==> src/sv/ccl_pkg.sv <==
// Shared constants and types for the column occlusion clipper.
// No dependencies; every other file takes names from here by scope.
`timescale 1ns / 1ps
`default_nettype none
package ccl_pkg;

  localparam int unsigned SCREEN_WIDTH = 128;  // default screen width, 16..128
  localparam int unsigned COL_IN_W     = 9;    // signed column fields of a clip beat
  localparam int unsigned SPAN_W       = 8;    // span fields of a result beat

  // Input kind codes
  localparam logic KIND_NEW_FRAME = 1'b0;
  localparam logic KIND_CLIP      = 1'b1;

  // Bitmap control from the run finder
  typedef struct packed {
    logic clear;  // open every column
    logic shift;  // rotate one column
    logic mark;   // occlude the column rotating out
  } bm_ctrl_t;

endpackage
`default_nettype wire

==> src/sv/ccl_in_if.sv <==
// Clip-item channel: valid/ready handshake with the clip fields.
// Depends on ccl_pkg for field widths.
`timescale 1ns / 1ps
`default_nettype none
interface ccl_in_if;
  logic                                  valid;
  logic                                  ready;
  logic                                  kind;
  logic signed [ccl_pkg::COL_IN_W-1:0]   start_col;
  logic signed [ccl_pkg::COL_IN_W-1:0]   end_col;
  logic                                  solid;

  modport source (output valid, kind, start_col, end_col, solid, input ready);
  modport sink   (input valid, kind, start_col, end_col, solid, output ready);
endinterface
`default_nettype wire

==> src/sv/ccl_out_if.sv <==
// Span-result channel: valid/ready handshake with the span fields.
// Depends on ccl_pkg for field widths.
`timescale 1ns / 1ps
`default_nettype none
interface ccl_out_if;
  logic                          valid;
  logic                          ready;
  logic                          visible;
  logic [ccl_pkg::SPAN_W-1:0]    span_start;
  logic [ccl_pkg::SPAN_W-1:0]    span_end;
  logic                          last;

  modport source (output valid, visible, span_start, span_end, last, input ready);
  modport sink   (input valid, visible, span_start, span_end, last, output ready);
endinterface
`default_nettype wire

==> src/sv/ccl_bitmap.sv <==
// Occlusion bitmap held as a circular shift register, one bit per column.
// Depends on ccl_pkg (bm_ctrl_t).
`timescale 1ns / 1ps
`default_nettype none
module ccl_bitmap #(
  parameter int unsigned SCREEN_WIDTH = ccl_pkg::SCREEN_WIDTH
) (
  input  wire logic              clk_i,
  input  wire logic              rst_ni,
  input  wire ccl_pkg::bm_ctrl_t ctrl_i,
  output logic                   occ_bit_o
);

  logic [SCREEN_WIDTH-1:0] occ_q, occ_d;

  // Bit 0 is the column under scan; it re-enters at the top.
  always_comb begin
    occ_d = occ_q;
    if (ctrl_i.clear) begin
      occ_d = '0;
    end else if (ctrl_i.shift) begin
      occ_d = {occ_q[0] | ctrl_i.mark, occ_q[SCREEN_WIDTH-1:1]};
    end
  end

  always_ff @(posedge clk_i or negedge rst_ni) begin
    if (!rst_ni) begin
      occ_q <= '0;
    end else begin
      occ_q <= occ_d;
    end
  end

  assign occ_bit_o = occ_q[0];

endmodule
`default_nettype wire

==> src/sv/ccl_runfind.sv <==
// Run finder: clamps the range, walks one column per cycle unless stalled,
// holds one run back to tag the last beat, and drives the output register.
// Depends on ccl_pkg, ccl_in_if and ccl_out_if.
`timescale 1ns / 1ps
`default_nettype none
module ccl_runfind #(
  parameter int unsigned SCREEN_WIDTH = ccl_pkg::SCREEN_WIDTH
) (
  input  wire logic               clk_i,
  input  wire logic               rst_ni,
  ccl_in_if.sink                  in_i,
  ccl_out_if.source               out_o,
  input  wire logic               occ_bit_i,
  output ccl_pkg::bm_ctrl_t       bm_ctrl_o
);

  localparam int unsigned COL_W = $clog2(SCREEN_WIDTH + 1);
  localparam int unsigned CIW   = ccl_pkg::COL_IN_W;

  localparam logic [1:0] ST_IDLE  = 2'd0;
  localparam logic [1:0] ST_SCAN  = 2'd1;
  localparam logic [1:0] ST_FLUSH = 2'd2;

  logic [1:0]       state_q, state_d;
  logic [COL_W-1:0] col_q, col_d;
  logic [COL_W-1:0] lo_q, lo_d, hi_q, hi_d;
  logic             solid_q, solid_d;
  logic             in_run_q, in_run_d;
  logic [COL_W-1:0] run_start_q, run_start_d;
  logic             held_v_q, held_v_d;
  logic [COL_W-1:0] held_s_q, held_s_d, held_e_q, held_e_d;

  logic                        ov_q, ov_d;
  logic                        vis_q, vis_d, last_q, last_d;
  logic [ccl_pkg::SPAN_W-1:0]  ss_q, ss_d, se_q, se_d;

  logic [COL_W-1:0] lo_clamp, hi_clamp;
  logic             emit_ok, in_rng, open_col, closing, accept;

  // Clamp signed columns to [0, SCREEN_WIDTH]
  always_comb begin
    if (in_i.start_col < 0) begin
      lo_clamp = '0;
    end else if ({1'b0, in_i.start_col} > (CIW + 1)'(SCREEN_WIDTH)) begin
      lo_clamp = COL_W'(SCREEN_WIDTH);
    end else begin
      lo_clamp = COL_W'(in_i.start_col);
    end
    if (in_i.end_col < 0) begin
      hi_clamp = '0;
    end else if ({1'b0, in_i.end_col} > (CIW + 1)'(SCREEN_WIDTH)) begin
      hi_clamp = COL_W'(SCREEN_WIDTH);
    end else begin
      hi_clamp = COL_W'(in_i.end_col);
    end
  end

  assign in_i.ready = (state_q == ST_IDLE);
  assign accept     = in_i.valid && in_i.ready;
  assign emit_ok    = !ov_q || out_o.ready;
  assign in_rng     = (col_q >= lo_q) && (col_q < hi_q);
  assign open_col   = in_rng && !occ_bit_i;
  assign closing    = in_run_q && !open_col;

  always_comb begin
    state_d     = state_q;
    col_d       = col_q;
    lo_d        = lo_q;
    hi_d        = hi_q;
    solid_d     = solid_q;
    in_run_d    = in_run_q;
    run_start_d = run_start_q;
    held_v_d    = held_v_q;
    held_s_d    = held_s_q;
    held_e_d    = held_e_q;
    bm_ctrl_o   = '0;

    ov_d   = ov_q && !out_o.ready;
    vis_d  = vis_q;
    ss_d   = ss_q;
    se_d   = se_q;
    last_d = last_q;

    case (state_q)
      ST_IDLE: begin
        if (accept) begin
          col_d    = '0;
          in_run_d = 1'b0;
          held_v_d = 1'b0;
          state_d  = ST_SCAN;
          lo_d     = lo_clamp;
          hi_d     = hi_clamp;
          solid_d  = in_i.solid;
          if (in_i.kind == ccl_pkg::KIND_NEW_FRAME) begin
            bm_ctrl_o.clear = 1'b1;
            state_d         = ST_FLUSH;
          end
        end
      end
      ST_SCAN: begin
        // Stall only when a finished run must push the held one out
        if (!(closing && held_v_q && !emit_ok)) begin
          bm_ctrl_o.shift = 1'b1;
          bm_ctrl_o.mark  = solid_q && in_rng;
          if (closing) begin
            if (held_v_q) begin
              ov_d   = 1'b1;
              vis_d  = 1'b1;
              ss_d   = ccl_pkg::SPAN_W'(held_s_q);
              se_d   = ccl_pkg::SPAN_W'(held_e_q);
              last_d = 1'b0;
            end
            held_v_d = 1'b1;
            held_s_d = run_start_q;
            held_e_d = col_q;
            in_run_d = 1'b0;
          end
          if (open_col && !in_run_q) begin
            run_start_d = col_q;
            in_run_d    = 1'b1;
          end
          col_d = col_q + 1'b1;
          if (col_q == COL_W'(SCREEN_WIDTH - 1)) begin
            state_d = ST_FLUSH;
          end
        end
      end
      ST_FLUSH: begin
        if (in_run_q) begin
          // run reaching the right screen edge
          if (!held_v_q || emit_ok) begin
            if (held_v_q) begin
              ov_d   = 1'b1;
              vis_d  = 1'b1;
              ss_d   = ccl_pkg::SPAN_W'(held_s_q);
              se_d   = ccl_pkg::SPAN_W'(held_e_q);
              last_d = 1'b0;
            end
            held_v_d = 1'b1;
            held_s_d = run_start_q;
            held_e_d = COL_W'(SCREEN_WIDTH);
            in_run_d = 1'b0;
          end
        end else if (emit_ok) begin
          ov_d     = 1'b1;
          vis_d    = held_v_q;
          ss_d     = held_v_q ? ccl_pkg::SPAN_W'(held_s_q) : '0;
          se_d     = held_v_q ? ccl_pkg::SPAN_W'(held_e_q) : '0;
          last_d   = 1'b1;
          held_v_d = 1'b0;
          state_d  = ST_IDLE;
        end
      end
      default: begin
        state_d = ST_IDLE;
      end
    endcase
  end

  always_ff @(posedge clk_i or negedge rst_ni) begin
    if (!rst_ni) begin
      state_q  <= ST_IDLE;
      in_run_q <= 1'b0;
      held_v_q <= 1'b0;
      ov_q     <= 1'b0;
      col_q    <= '0;
    end else begin
      state_q  <= state_d;
      in_run_q <= in_run_d;
      held_v_q <= held_v_d;
      ov_q     <= ov_d;
      col_q    <= col_d;
    end
  end

  always_ff @(posedge clk_i) begin
    lo_q        <= lo_d;
    hi_q        <= hi_d;
    solid_q     <= solid_d;
    run_start_q <= run_start_d;
    held_s_q    <= held_s_d;
    held_e_q    <= held_e_d;
    vis_q       <= vis_d;
    ss_q        <= ss_d;
    se_q        <= se_d;
    last_q      <= last_d;
  end

  assign out_o.valid      = ov_q;
  assign out_o.visible    = vis_q;
  assign out_o.span_start = ss_q;
  assign out_o.span_end   = se_q;
  assign out_o.last       = last_q;

endmodule
`default_nettype wire

==> src/sv/column_occlusion_clipper.sv <==
// Column occlusion clipper. A clip beat scans every column through the occlusion
// shift register, one per cycle unless a closed run waits on a full output; its
// last result loads into the output register in the flush state after the scan.
// A new beat is taken only once the last result of the one before has loaded.
// Reset (rst_ni low, async) opens every column and empties the output.
`timescale 1ns / 1ps
`default_nettype none
module column_occlusion_clipper #(
  parameter int unsigned SCREEN_WIDTH = ccl_pkg::SCREEN_WIDTH
) (
  input  wire logic clk_i,
  input  wire logic rst_ni,
  ccl_in_if.sink    in_i,
  ccl_out_if.source out_o
);

  // Control from the run finder to the bitmap: clear, rotate, mark.
  ccl_pkg::bm_ctrl_t bm_ctrl;
  // Occlusion bit of the column under scan.
  logic              occ_bit;

  // Occlusion state: one bit per column, rotated past the scanner so the
  // logic per cycle stays one bit wide regardless of screen width.
  ccl_bitmap #(
    .SCREEN_WIDTH (SCREEN_WIDTH)
  ) u_bitmap (
    .clk_i     (clk_i),
    .rst_ni    (rst_ni),
    .ctrl_i    (bm_ctrl),
    .occ_bit_o (occ_bit)
  );

  // Scan control: finds maximal open runs inside the clamped range, keeps
  // one run back so the final beat can carry last, and marks solid ranges
  // as they rotate by. Marking during the scan is safe: each column is
  // read once before it is written, and an item with no open run only
  // covers columns that are already occluded.
  ccl_runfind #(
    .SCREEN_WIDTH (SCREEN_WIDTH)
  ) u_runfind (
    .clk_i     (clk_i),
    .rst_ni    (rst_ni),
    .in_i      (in_i),
    .out_o     (out_o),
    .occ_bit_i (occ_bit),
    .bm_ctrl_o (bm_ctrl)
  );

endmodule
`default_nettype wire

==> src/flat_wrapper.sv <==
// flat-port wrapper written by rule: the top's interface ports become plain ports
module column_occlusion_clipper_flat 
#(
  parameter int unsigned SCREEN_WIDTH = ccl_pkg::SCREEN_WIDTH
)
  (clk_i, rst_ni, in_i_valid, in_i_kind, in_i_start_col, in_i_end_col, in_i_solid, in_i_ready, out_o_valid, out_o_visible, out_o_span_start, out_o_span_end, out_o_last, out_o_ready);
  ccl_in_if in_i_i ();
  ccl_out_if out_o_i ();
  input  wire logic clk_i;
  input  wire logic rst_ni;
  input wire logic [$bits(in_i_i.valid)-1:0] in_i_valid;
  input wire logic [$bits(in_i_i.kind)-1:0] in_i_kind;
  input wire logic [$bits(in_i_i.start_col)-1:0] in_i_start_col;
  input wire logic [$bits(in_i_i.end_col)-1:0] in_i_end_col;
  input wire logic [$bits(in_i_i.solid)-1:0] in_i_solid;
  output wire logic [$bits(in_i_i.ready)-1:0] in_i_ready;
  output wire logic [$bits(out_o_i.valid)-1:0] out_o_valid;
  output wire logic [$bits(out_o_i.visible)-1:0] out_o_visible;
  output wire logic [$bits(out_o_i.span_start)-1:0] out_o_span_start;
  output wire logic [$bits(out_o_i.span_end)-1:0] out_o_span_end;
  output wire logic [$bits(out_o_i.last)-1:0] out_o_last;
  input wire logic [$bits(out_o_i.ready)-1:0] out_o_ready;
  assign in_i_i.valid = in_i_valid;
  assign in_i_i.kind = in_i_kind;
  assign in_i_i.start_col = in_i_start_col;
  assign in_i_i.end_col = in_i_end_col;
  assign in_i_i.solid = in_i_solid;
  assign in_i_ready = in_i_i.ready;
  assign out_o_valid = out_o_i.valid;
  assign out_o_visible = out_o_i.visible;
  assign out_o_span_start = out_o_i.span_start;
  assign out_o_span_end = out_o_i.span_end;
  assign out_o_last = out_o_i.last;
  assign out_o_i.ready = out_o_ready;
  column_occlusion_clipper #(.SCREEN_WIDTH(SCREEN_WIDTH)) u_core (.clk_i(clk_i), .rst_ni(rst_ni), .in_i(in_i_i), .out_o(out_o_i));
endmodule
==> config.mk <==
export PLATFORM = sky130hd
export DESIGN_NAME = column_occlusion_clipper_flat
export DESIGN_NICKNAME = d
export VERILOG_FILES = /design/src/sv/ccl_pkg.sv /design/src/sv/ccl_in_if.sv /design/src/sv/ccl_out_if.sv /design/src/sv/ccl_bitmap.sv /design/src/sv/ccl_runfind.sv /design/src/sv/column_occlusion_clipper.sv /design/src/flat_wrapper.sv
export SDC_FILE = /design/constraint.sdc
export NUM_CORES = 1
export LEC_CHECK = 0
export BUFFER_PORTS_ARGS = -buffer_cell sky130_fd_sc_hd__buf_2
export CORE_UTILIZATION = 55
export CTS_BUF_LIST = sky130_fd_sc_hd__clkbuf_4 sky130_fd_sc_hd__clkbuf_8 sky130_fd_sc_hd__clkbuf_16
export DETAILED_ROUTE_END_ITERATION = 8
export HOLD_SLACK_MARGIN = 0.02
export PLACE_DENSITY = 0.86
export SLEW_MARGIN = 40
export SYNTH_ARGS = -nofsm -noshare
export SYNTH_HDL_FRONTEND = slang
export SYNTH_SLANG_ARGS = --single-unit
==> constraint.sdc <==
create_clock -name clk_i -period 3.5 [get_ports clk_i]
set_clock_uncertainty 0.2 [all_clocks]
set_input_delay 0.7 -clock clk_i [delete_from_list [all_inputs] [get_ports clk_i]]
set_output_delay 0.7 -clock clk_i [all_outputs]
set_load 0.1 [all_outputs]
==> results of run 1 <==
synthesized netlist by cell type (2+ instances only):
master     count
buf_4          5
and3_1         4
nand3_1        4
a22o_1        17
nor2_1        12
clkbuf_1      15
a21o_1         3
or3_1          2
edfxtp_1      59
mux2i_1        3
a211oi_1       3
a31o_2         2
nand4_1        2
nor3_1         2
nor2b_1       12
buf_6         10
o21ai_0        2
a31oi_1        2
ha_1          22
mux2_2         2
and2_1        17
o2111ai_1      2
nand2_1      263
dfrtp_1      141
inv_1         23
nand2b_1       3
a21oi_1      138
xnor2_1        4
buf_2         18
nand3b_1       2
how the worst max path moves through the flow:
| stage | from | end | slack (ns) |
|---|---|---|---|
| finish | u_core.u_runfind.col_q[7] | u_core.u_runfind.run_start_q[0] | 0.17 |
| global route | u_core.u_runfind.col_q[0] | u_core.u_bitmap.occ_q[82] | 0.006 |
| CTS | u_core.u_runfind.col_q[6] | u_core.u_bitmap.occ_q[116] | 0.002 |
| detailed placement | u_core.u_runfind.col_q[6] | u_core.u_bitmap.occ_q[116] | 0.05 |
| global placement | u_core.u_runfind.col_q[7] | u_core.u_bitmap.occ_q[111] | 0.21 |
| floorplan | u_core.u_runfind.col_q[2] | u_core.u_runfind.run_start_q[0] | 0.02 |
kinds of logic after synthesis:
| family | count (synthesis) |
|---|---|
| compound gates | 182 |
| xor+xnor | 4 |
| fa+ha+maj | 22 |
| buf+inv | 73 |
| flops | 200 |
| mux | 5 |
| simple gates | 328 |
per-layer routing:
metal | GRT usage, % | wire length [µm] | vias up
li1 | - | - | 2829
met1 | 28.9 | 7420 | 2926
met2 | 32.3 | 8030 | 146
met3 | 5.14 | 690 | 15
met4 | 5.95 | 163 | 0
met5 | 0 | 0 | -
metrics by stage:
stage / area (µm²) / total power, mW
after floorplan: 8490 / 4.86
after global placement: 8940 / 5.31
after detailed placement: 8940 / 5.35
after CTS: 9490 / 7.16
after global routing: 9630 / 7.55
final: 9630 / 7.27
worst max-delay path: stages, from the launching register on:
cell and delay, ns:
dfrtp_1 0.46, ha_1 0.34, and3_1 0.20, nand2_1 0.07, o31a_1 0.32, or3_1 0.38
ha_1 0.22, and4b_4 0.25, nor2_4 0.16, and2_1 0.39
power by group through the flow:
stage / combinational (mW) / clock [mW] / sequential (mW)
3_3_place_gp: 2.33 / 0 / 2.98
6_report: 2.52 / 1.81 / 2.94
3_5_place_dp: 2.37 / 0 / 2.98
2_1_floorplan: 1.09 / 0 / 3.76
5_1_grt: 2.67 / 1.92 / 2.97
4_1_cts: 2.39 / 1.83 / 2.94
placed cells by master (no fill, tap or decap), types with 3 or more instances in the layout:
master	synthesis	layout
buf_12	0	7
a21o_1	3	3
a211oi_1	3	3
mux2i_1	3	3
and2_1	17	17
xnor2_1	4	4
nor2b_1	12	11
and3_1	4	3
a22o_1	17	17
buf_2	18	42
dfrtp_1	141	141
buf_6	10	3
clkbuf_4	0	3
nor2_1	12	12
inv_6	0	4
a21oi_1	138	138
buf_4	5	19
edfxtp_1	59	59
clkbuf_16	0	20
clkinv_2	0	4
inv_1	23	23
ha_1	22	22
nand3_1	4	4
nand2_1	263	263
flip-flops by register name, indices dropped and copies added, names as in the netlist:
name and flops:
u_core.u_bitmap.occ_q 128, u_core.u_runfind.col_q 8, u_core.u_runfind.held_e_q 8, u_core.u_runfind.held_s_q 8, u_core.u_runfind.hi_q 8, u_core.u_runfind.lo_q 8, u_core.u_runfind.out_o.span_end 8, u_core.u_runfind.out_o.span_start 8
u_core.u_runfind.run_start_q 8, u_core.u_runfind.state_q 2, u_core.u_runfind.held_v_q 1, u_core.u_runfind.in_run_q 1, u_core.u_runfind.out_o.last 1, u_core.u_runfind.out_o.valid 1, u_core.u_runfind.out_o.visible 1, u_core.u_runfind.solid_q 1
layout make-up:
type | count | area [µm²]
fillers | 1120 | 5520
flip-flops and latches | 200 | 5300
multi-input cells | 542 | 2830
repair buffers | 75 | 629
clock buffers | 22 | 475
well taps | 188 | 235
inverters | 24 | 90.1
clock inverters | 10 | 68.8
what timing repair did:
| action | CTS | global route |
|---|---|---|
| buffers inserted | 0 | 6 |
| cloned | 0 | 4 |
| gates resized for setup | 2 | 4 |
| endpoints found under the setup margin | 3 | 136 |
| pin swaps | 0 | 1 |
==> summary.md, run 1 <==
| Metric | Value |
|---|---|
| Area overhead of the layout relative to synthesis | 13.4% |
| 1st-iter DRT viols | 620 |
| ANT cells | 0 |
| Largest family of logic cells by synthesized area | simple AND/OR/NAND/NOR gates |
| Dpl cells | 1019 |
| Unrepaired setup endpoints after global routing | no |
| Initial antenna violation count | 0 |
| Register area share after synthesis | 62.4% |
| Worst skew pair latency | 0.43 ns |
| Worst-path maximum fanout | 9 |
| Adder-cell share of the synthesized area | 3.24% |
| Hold_buf cts | 0 |
| Synth Area in Simple Gates | 16.1% |
| Row Count | 45 |
| Core Util, Final | 63.6% |
| CTS buffer count | 17 |
| Worst-margin pin slew | 0.782 ns |
| Setup ws final | 0.172 ns |
| Fmax achieved | 301 MHz |
| Drt wl/cell | 15.4 µm |
| First-pass GRT wire length | 26200 µm |
| Max-Cap Viols | 0 |
| Fin cells | 1061 |
| Setup TNS | 0 ns |
| Input/output buffers | 43 |
| Die width | 126 µm |
| Post-synth net total | 860 |
| Synthesized area | 8490 µm² |
| Critical path arrival | 3.22 ns |
| Relative slew margins | 47.9% |
| Largest net degree at the start of global routing | 80 |
| # IOs | 44 |
| Via count | 5916 |
| Switching power | 2.87 mW |
| CP startpoint kind | flop |
| Fin nets | 906 |
| Synth area leader | dfrtp_1 |
| Final worst path period need | 3.33 ns |
| Reg2reg start | u_core.u_runfind.col_q[7] |
| Clock share of power | 24.9% |
| Synthesized flop and latch total | 200 |
| Top_reg_cell synth | dfrtp_1 |
| Worst Hold Slack | 0.0993 ns |
| Sw frac | 39.5% |
| Remaining routing DRC violations | 0 |
| Critical path type | reg -> reg |
| R2R Setup Slk | 0.17 ns |
| Pins Over Slew Limit | 0 |
| H-tree Lvls | 4 |
| Via density | 5.58 |
| Final wirelength | 16300 µm |
| Worst r2r path cells | 9 |
| Final GP Congestion | 0.844 |
| Synth Area in Compound Gates | 12.6% |
| Final Cycle Share | 95.1% |
| Clock sinks | 200 |
| Crit. End Element | flop |
| Root Buffer | clkbuf_16 |
| First-pass DRT Iterations | 5 |
| CTS tree | done |
| Synth Area in XOR/XNOR | 0.413% |
| Share of layout cells above drive strength 1 | 13.7% |
| Synth area leaders | dfrtp_1 42%, edfxtp_1 21%, nand2_1 12% |
| Yosys cell types | 50 |
| Global route overflow | 0 |
| All-layer global routing usage | 20.7% |
| Sequential Power Share | 40.4% |
| Vias in the first global route | 5458 |
| CTS Buffer Depth | 2 |
| Worst hold path type | in -> async |
| Antenna Nets Post-Route | 0 |
| Core area | 15100 µm² |
| Pwr per Cell Area | 755 nW/µm² |
| P_leak | 4.21 nW |
| Worst path required time | 3.39 ns |
| Internal power | 4.40 mW |
| Initial core utilization | 56.1% |
| Clock slew at reported path FFs | 0.07 ns |
| Final hold vios | 0 |
| Synth Instances | 814 |
| Post-synthesis mux area share | 0.619% |
| Top-area cell type share of the netlist area | 41.6% |
| Syn_area_per_cell | 10.4 µm² |
| Full die area | 15900 µm² |
| EDFF count, synth | 59 |
| Post-synthesis async set-or-reset flop share | 70.5% |
| Hpwl dp | 9660 µm |
| Synth warn | 0 |
| Post-Place Worst Slack | 0.0451 ns |
| Maximum vdd drop | 527 µV |
| Combinational power share | 34.6% |
| Die Span Y | 126 µm |
| # setup viols final | 0 |
| R2R Path End | u_core.u_runfind.run_start_q[0] |
| Status | complete, no violations |
Note: power is estimated with default switching activity, not from simulation.
==> inputs of run 2 (changes only) <==
PLACE_DENSITY = default   (was 0.86)
PLACE_DENSITY_LB_ADDON = 0.1   (was default)
==> run 2 against run 1 <==
Die area is the same. Register-to-register slack is essentially flat. Largest cell class unchanged. Sequential cell count is the same. Fmax shrank 0.38%.
==> summary.md, run 2 (synthesis gave the netlist of run 1 again) <==
| Metric | Value |
|---|---|
| Status | complete, no violations |
| Vias in the first global route | 5360 |
| Max-Cap Viols | 0 |
| Worst skew pair latency | 0.42 ns |
| Hold_buf cts | 0 |
| Final worst path period need | 3.34 ns |
| 1st-iter DRT viols | 427 |
| Clock slew at reported path FFs | 0.06 ns |
| Tot Pwr | 7.22 mW |
| Fmax achieved | 299 MHz |
| Setup ws final | 0.160 ns |
| R2R Setup Slk | 0.16 ns |
| Antenna Nets Post-Route | 0 |
| Crit path buf inv count | 1 |
| Pins Over Slew Limit | 0 |
| Slowest cell on the critical path | dfrtp_1 |
| Worst hold path type | in -> async |
| Initial core utilization | 56.1% |
| All-layer global routing usage | 20.4% |
| Via density | 5.44 |
| Post-Place Worst Slack | -0.0656 ns |
| CP top delay family | simple AND/OR/NAND/NOR gates |
| # IOs | 44 |
| Clock sinks | 200 |
| Die Span Y | 126 µm |
| Largest reg by FF count | u_core.u_bitmap.occ_q |
| Slowest stage delay, CP | 0.40 ns |
| Hpwl dp | 9180 µm |
| Full die area | 15900 µm² |
| Remaining routing DRC violations | 0 |
| Most common library cell in the layout ignoring fill and taps | nand2_1 |
| Final hold vios | 0 |
| Drt wl/cell | 15.0 µm |
| First-pass GRT wire length | 25700 µm |
| CTS tree | done |
| Relative slew margins | 47.5% |
| H-tree Lvls | 4 |
| Row Count | 45 |
| First-pass DRT Iterations | 5 |
| Critical path type | reg -> reg |
| Core area | 15100 µm² |
| CTS buffer count | 17 |
| Root Buffer | clkbuf_16 |
| Global route overflow | 0 |
| Worst path required time | 3.41 ns |
| CTS Buffer Depth | 2 |
| Critical path arrival | 3.26 ns |
| Maximum vdd drop | 690 µV |
| Worst-margin pin slew | 0.787 ns |
| Final GP Congestion | 0.829 |
| Crit. End Element | flop |
| Initial antenna violation count | 0 |
| Pwr per Cell Area | 756 nW/µm² |
| Worst-path maximum fanout | 8 |
| # setup viols final | 0 |
| Share of layout cells above drive strength 1 | 13.0% |
| Area overhead of the layout relative to synthesis | 12.4% |
| Final wirelength | 15700 µm |
| Most frequent cells in the layout | 263 x nand2_1, 140 x dfrtp_1, 138 x a21oi_1, 59 x edfxtp_1, 42 x buf_2 |
| Via count | 5708 |
| Largest net degree at the start of global routing | 116 |
| P_leak | 4.16 nW |
| ANT cells | 0 |
| Die width | 126 µm |
| Input/output buffers | 43 |
| Crit path cell chain | ha_1 -> a211o_1 -> a31oi_2 -> o221ai_1 -> or3_1 -> ha_2 -> and4b_4 -> nor2_4 -> buf_4 -> and2_2 |
| CP startpoint kind | flop |
| Unrepaired setup endpoints after global routing | no |
| Fin nets | 896 |
| Final Cycle Share | 95.4% |
| Max reg flops | 128 |
run 2: final cells by class:
| cell class | count | area [µm²] |
|---|---|---|
| well taps | 188 | 235 |
| fillers | 1223 | 5600 |
| clock buffers | 26 | 528 |
| clock inverters | 5 | 36.3 |
| repair buffers | 66 | 520 |
| multi-input cells | 541 | 2830 |
| inverters | 24 | 90.1 |
| flip-flops and latches | 200 | 5300 |
run 2: where the power goes:
| group | internal, mW | total [mW] | switching (mW) |
|---|---|---|---|
| Combinational | 0.572 | 2.43 | 1.85 |
| Clock | 1.05 | 1.86 | 0.806 |
| Sequential | 2.78 | 2.93 | 0.151 |
| Total | 4.41 | 7.22 | 2.81 |
run 2: layer usage:
| metal | part of all wire (%) | global-route usage [%] | vias up |
|---|---|---|---|
| li1 | - | - | 2799 |
| met3 | 3.3 | 3.82 | 16 |
| met2 | 47 | 32.6 | 110 |
| met1 | 48 | 28.2 | 2783 |
| met5 | 0 | 0 | - |
| met4 | 1.3 | 7.23 | 0 |
run 2: worst paths after layout:
path | start | end | cells after the start
max | u_core.u_runfind.col_q[2] | u_core.u_runfind.run_start_q[0] | 10
min reg2reg | u_core.u_runfind.run_start_q[7] | u_core.u_runfind.held_s_q[7] | 0
max reg2reg | u_core.u_runfind.col_q[2] | u_core.u_runfind.run_start_q[0] | 10
max in group asynchronous | rst_ni | u_core.u_bitmap.occ_q[116] | 2
min | rst_ni | u_core.u_runfind.col_q[4] | 1
min in group clk_i | u_core.u_runfind.run_start_q[7] | u_core.u_runfind.held_s_q[7] | 0
run 2: worst register-to-register path, delay by kind of cell (launching register included):
family / cells / cell delay (ns)
buffers and inverters: 1 / 0.17
AND/OR/NAND/NOR: 4 / 1.02
adder cells (fa/ha/maj): 2 / 0.56
AO/OA/AOI/OAI: 3 / 0.68
flip-flops: 1 / 0.40
run 2: per-stage QoR:
stage	hold slack, ns	setup TNS, ns	cells	utilization (%)	area (µm²)
final	0.0581	0	1050	63.0	9540
after global routing	0.0946	0	1050	63.0	9540
after CTS	0.0644	0	1044	62.1	9410
after detailed placement	0.205	-1.62	1013	58.4	8840
after floorplan	0.200	0	814	-	8490
after global placement	0.207	0	1013	58.4	8840
run 2: what timing repair did:
item                                    4_1_cts  5_1_grt
cloned                                        0        3
setup buffers                                 0        3
pin swaps                                     0        1
endpoints found under the setup margin      107      158
gates resized for setup                       3       13
==> inputs of run 3 (changes only) <==
CORE_ASPECT_RATIO = 0.8   (was default)
==> run 3 against run 2 <==
Power increased by 4.3%. Sequential power barely moved. Via count rose by 1.9%. Critical endpoint is now u_core.u_runfind.col_q[6]. Routed wire length is 0.19% higher. Fmax decreased by 0.88%. Non-clock buffer count rose by 12. Global-route usage is 0.63 points higher. Largest cell class unchanged. Register-to-register slack worse by 0.03 ns. Utilization is 1.5 points higher.
==> summary.md, run 3 (synthesis gave the netlist of run 1 again) <==
| Metric | Value |
|---|---|
| All-layer global routing usage | 21.0% |
| 1st-iter DRT viols | 487 |
| Via count | 5814 |
| Initial antenna violation count | 0 |
| Fmax achieved | 297 MHz |
| Hpwl dp | 9630 µm |
| Reg2reg start | u_core.u_runfind.col_q[3] |
| CP startpoint kind | flop |
| First-pass DRT Iterations | 4 |
| Largest net degree at the start of global routing | 111 |
| Final Cycle Share | 96.3% |
| Critical path arrival | 3.52 ns |
| Dpl cells | 1046 |
| Fin cells | 1086 |
| Post-Place Worst Slack | 0.120 ns |
| Crit path from | u_core.u_runfind.col_q[3] |
| Die Span Y | 113 µm |
| P_leak | 4.25 nW |
| Full die area | 15900 µm² |
| Tot Pwr | 7.52 mW |
| Max-Cap Viols | 0 |
| Critical Path End | u_core.u_runfind.col_q[6] |
| Via density | 5.35 |
| Worst path required time | 3.65 ns |
| Largest reg by FF count | u_core.u_bitmap.occ_q |
| Critical path type | reg -> reg |
| Layout Cell Area excl Fill | 9720 µm² |
| Core area | 15100 µm² |
| Final GP Congestion | 0.809 |
| CTS buffer count | 17 |
| Most frequent cells in the layout | 263 x nand2_1, 141 x dfrtp_1, 137 x a21oi_1, 59 x edfxtp_1, 42 x buf_2 |
| Slowest cell on the critical path | dfrtp_1 |
| Hold_sp | u_core.u_runfind.run_start_q[1] |
| Relative slew margins | 48.7% |
| Final wirelength | 15700 µm |
| Final worst path period need | 3.37 ns |
| Area overhead of the layout relative to synthesis | 14.5% |
| Worst-path maximum fanout | 8 |
| Slowest stage delay, CP | 0.49 ns |
| Core Util, Final | 64.5% |
| Crit path cell chain | ha_1 -> a211o_1 -> a31oi_1 -> o221ai_1 -> or3_4 -> ha_2 -> and4b_2 -> buf_4 -> a21o_1 -> or4_1 -> o21ai_1 |
| Status | complete, no violations |
| Pwr per Cell Area | 774 nW/µm² |
| CP top delay family | simple AND/OR/NAND/NOR gates |
| Clock share of power | 28.8% |
| Combinational power share | 32.1% |
| # setup viols final | 0 |
| ANT cells | 0 |
| Worst Hold Slack | 0.217 ns |
| Sequential Power Share | 39.0% |
| H-tree Lvls | 4 |
| Internal power | 4.68 mW |
| Clock slew at reported path FFs | 0.07 ns |
| Setup ws final | 0.130 ns |
| # IOs | 44 |
| R2R Setup Slk | 0.13 ns |
| Input/output buffers | 43 |
| Max reg flops | 128 |
| Root Buffer | clkbuf_16 |
| Final hold vios | 0 |
| Setup TNS | 0 ns |
| Clock sinks | 200 |
| Vias in the first global route | 5454 |
| Remaining routing DRC violations | 0 |
| Antenna Nets Post-Route | 0 |
| Global route overflow | 0 |
| CTS tree | done |
| Worst hold path type | reg -> reg |
| Row Count | 40 |
| Share of layout cells above drive strength 1 | 14.2% |
| Switching power | 2.85 mW |
| Fin nets | 909 |
| Initial core utilization | 56.4% |
| Maximum vdd drop | 444 µV |
| Fill count | 1231 |
| Die width | 141 µm |
| R2R Path End | u_core.u_runfind.col_q[6] |
| Drt wl/cell | 14.5 µm |
| Crit path buf inv count | 1 |
| First-pass GRT wire length | 26500 µm |
| Most common library cell in the layout ignoring fill and taps | nand2_1 |
| CTS Buffer Depth | 2 |
| Worst skew pair latency | 0.43 ns |
| Worst-margin pin slew | 0.769 ns |
| Crit. End Element | flop |
| WP depth | 11 |
| Sw frac | 37.8% |
| Worst r2r path cells | 11 |
| Pins Over Slew Limit | 0 |
| Dpl cell area | 8960 µm² |
[run 3: cell types whose count changed in the layout (fill, tap and decap cells not counted), sizes merged]
cell,before,now
buf,63,77
clkbuf,29,22
bufinv,0,4
clkinv,3,4
dlygate4sd3,0,1
nand2b,3,4
[run 3: what timing repair did]
item,in CTS,in global routing
setup buffers,0,5
hold buffers,0,1
setup endpoints to repair,0,116
hold endpoints to repair,0,42
gates resized for setup,0,5
[run 3: power groups by stage]
stage          clock [mW]  combinational (mW)  sequential [mW]
4_1_cts              2.22                2.39             2.94
5_1_grt              2.30                2.58             2.97
2_1_floorplan           0                1.09             3.76
6_report             2.17                2.42             2.94
3_3_place_gp            0                2.34             2.97
3_5_place_dp            0                2.38             2.98
[run 3: worst min-delay path by stage]
| stage | endpoint | slack [ns] | cells after the start |
|---|---|---|---|
| 3_3_place_gp | u_core.u_runfind.held_s_q[6] | 0.21 | 0 |
| 3_5_place_dp | u_core.u_runfind.held_s_q[3] | 0.21 | 0 |
| 2_1_floorplan | u_core.u_bitmap.occ_q[0] | 0.20 | 0 |
| 4_1_cts | u_core.u_bitmap.occ_q[38] | 0.14 | 1 |
| 5_1_grt | u_core.u_runfind.held_s_q[6] | 0.23 | 0 |
| 6_report | u_core.u_runfind.held_s_q[1] | 0.22 | 0 |
[run 3: area by class of cell]
type                            instances  area (µm²)  area share, %
Multi-Input combinational cell        542        2840           29.2
Tap cell                              210         263           2.70
Clock inverter                         10         161           1.66
Timing Repair Buffer                   78         562           5.78
Clock buffer                           22         504           5.19
Inverter                               24        90.1          0.927
Sequential cell                       200        5300           54.5
[run 3: routing by layer]
layer | GRT usage [%] | wire length (µm) | vias to the layer above
met5 | 0 | 0 | -
li1 | - | - | 2832
met3 | 5.46 | 611 | 16
met4 | 6.52 | 177 | 0
met2 | 31.4 | 7140 | 110
met1 | 30.3 | 7810 | 2856
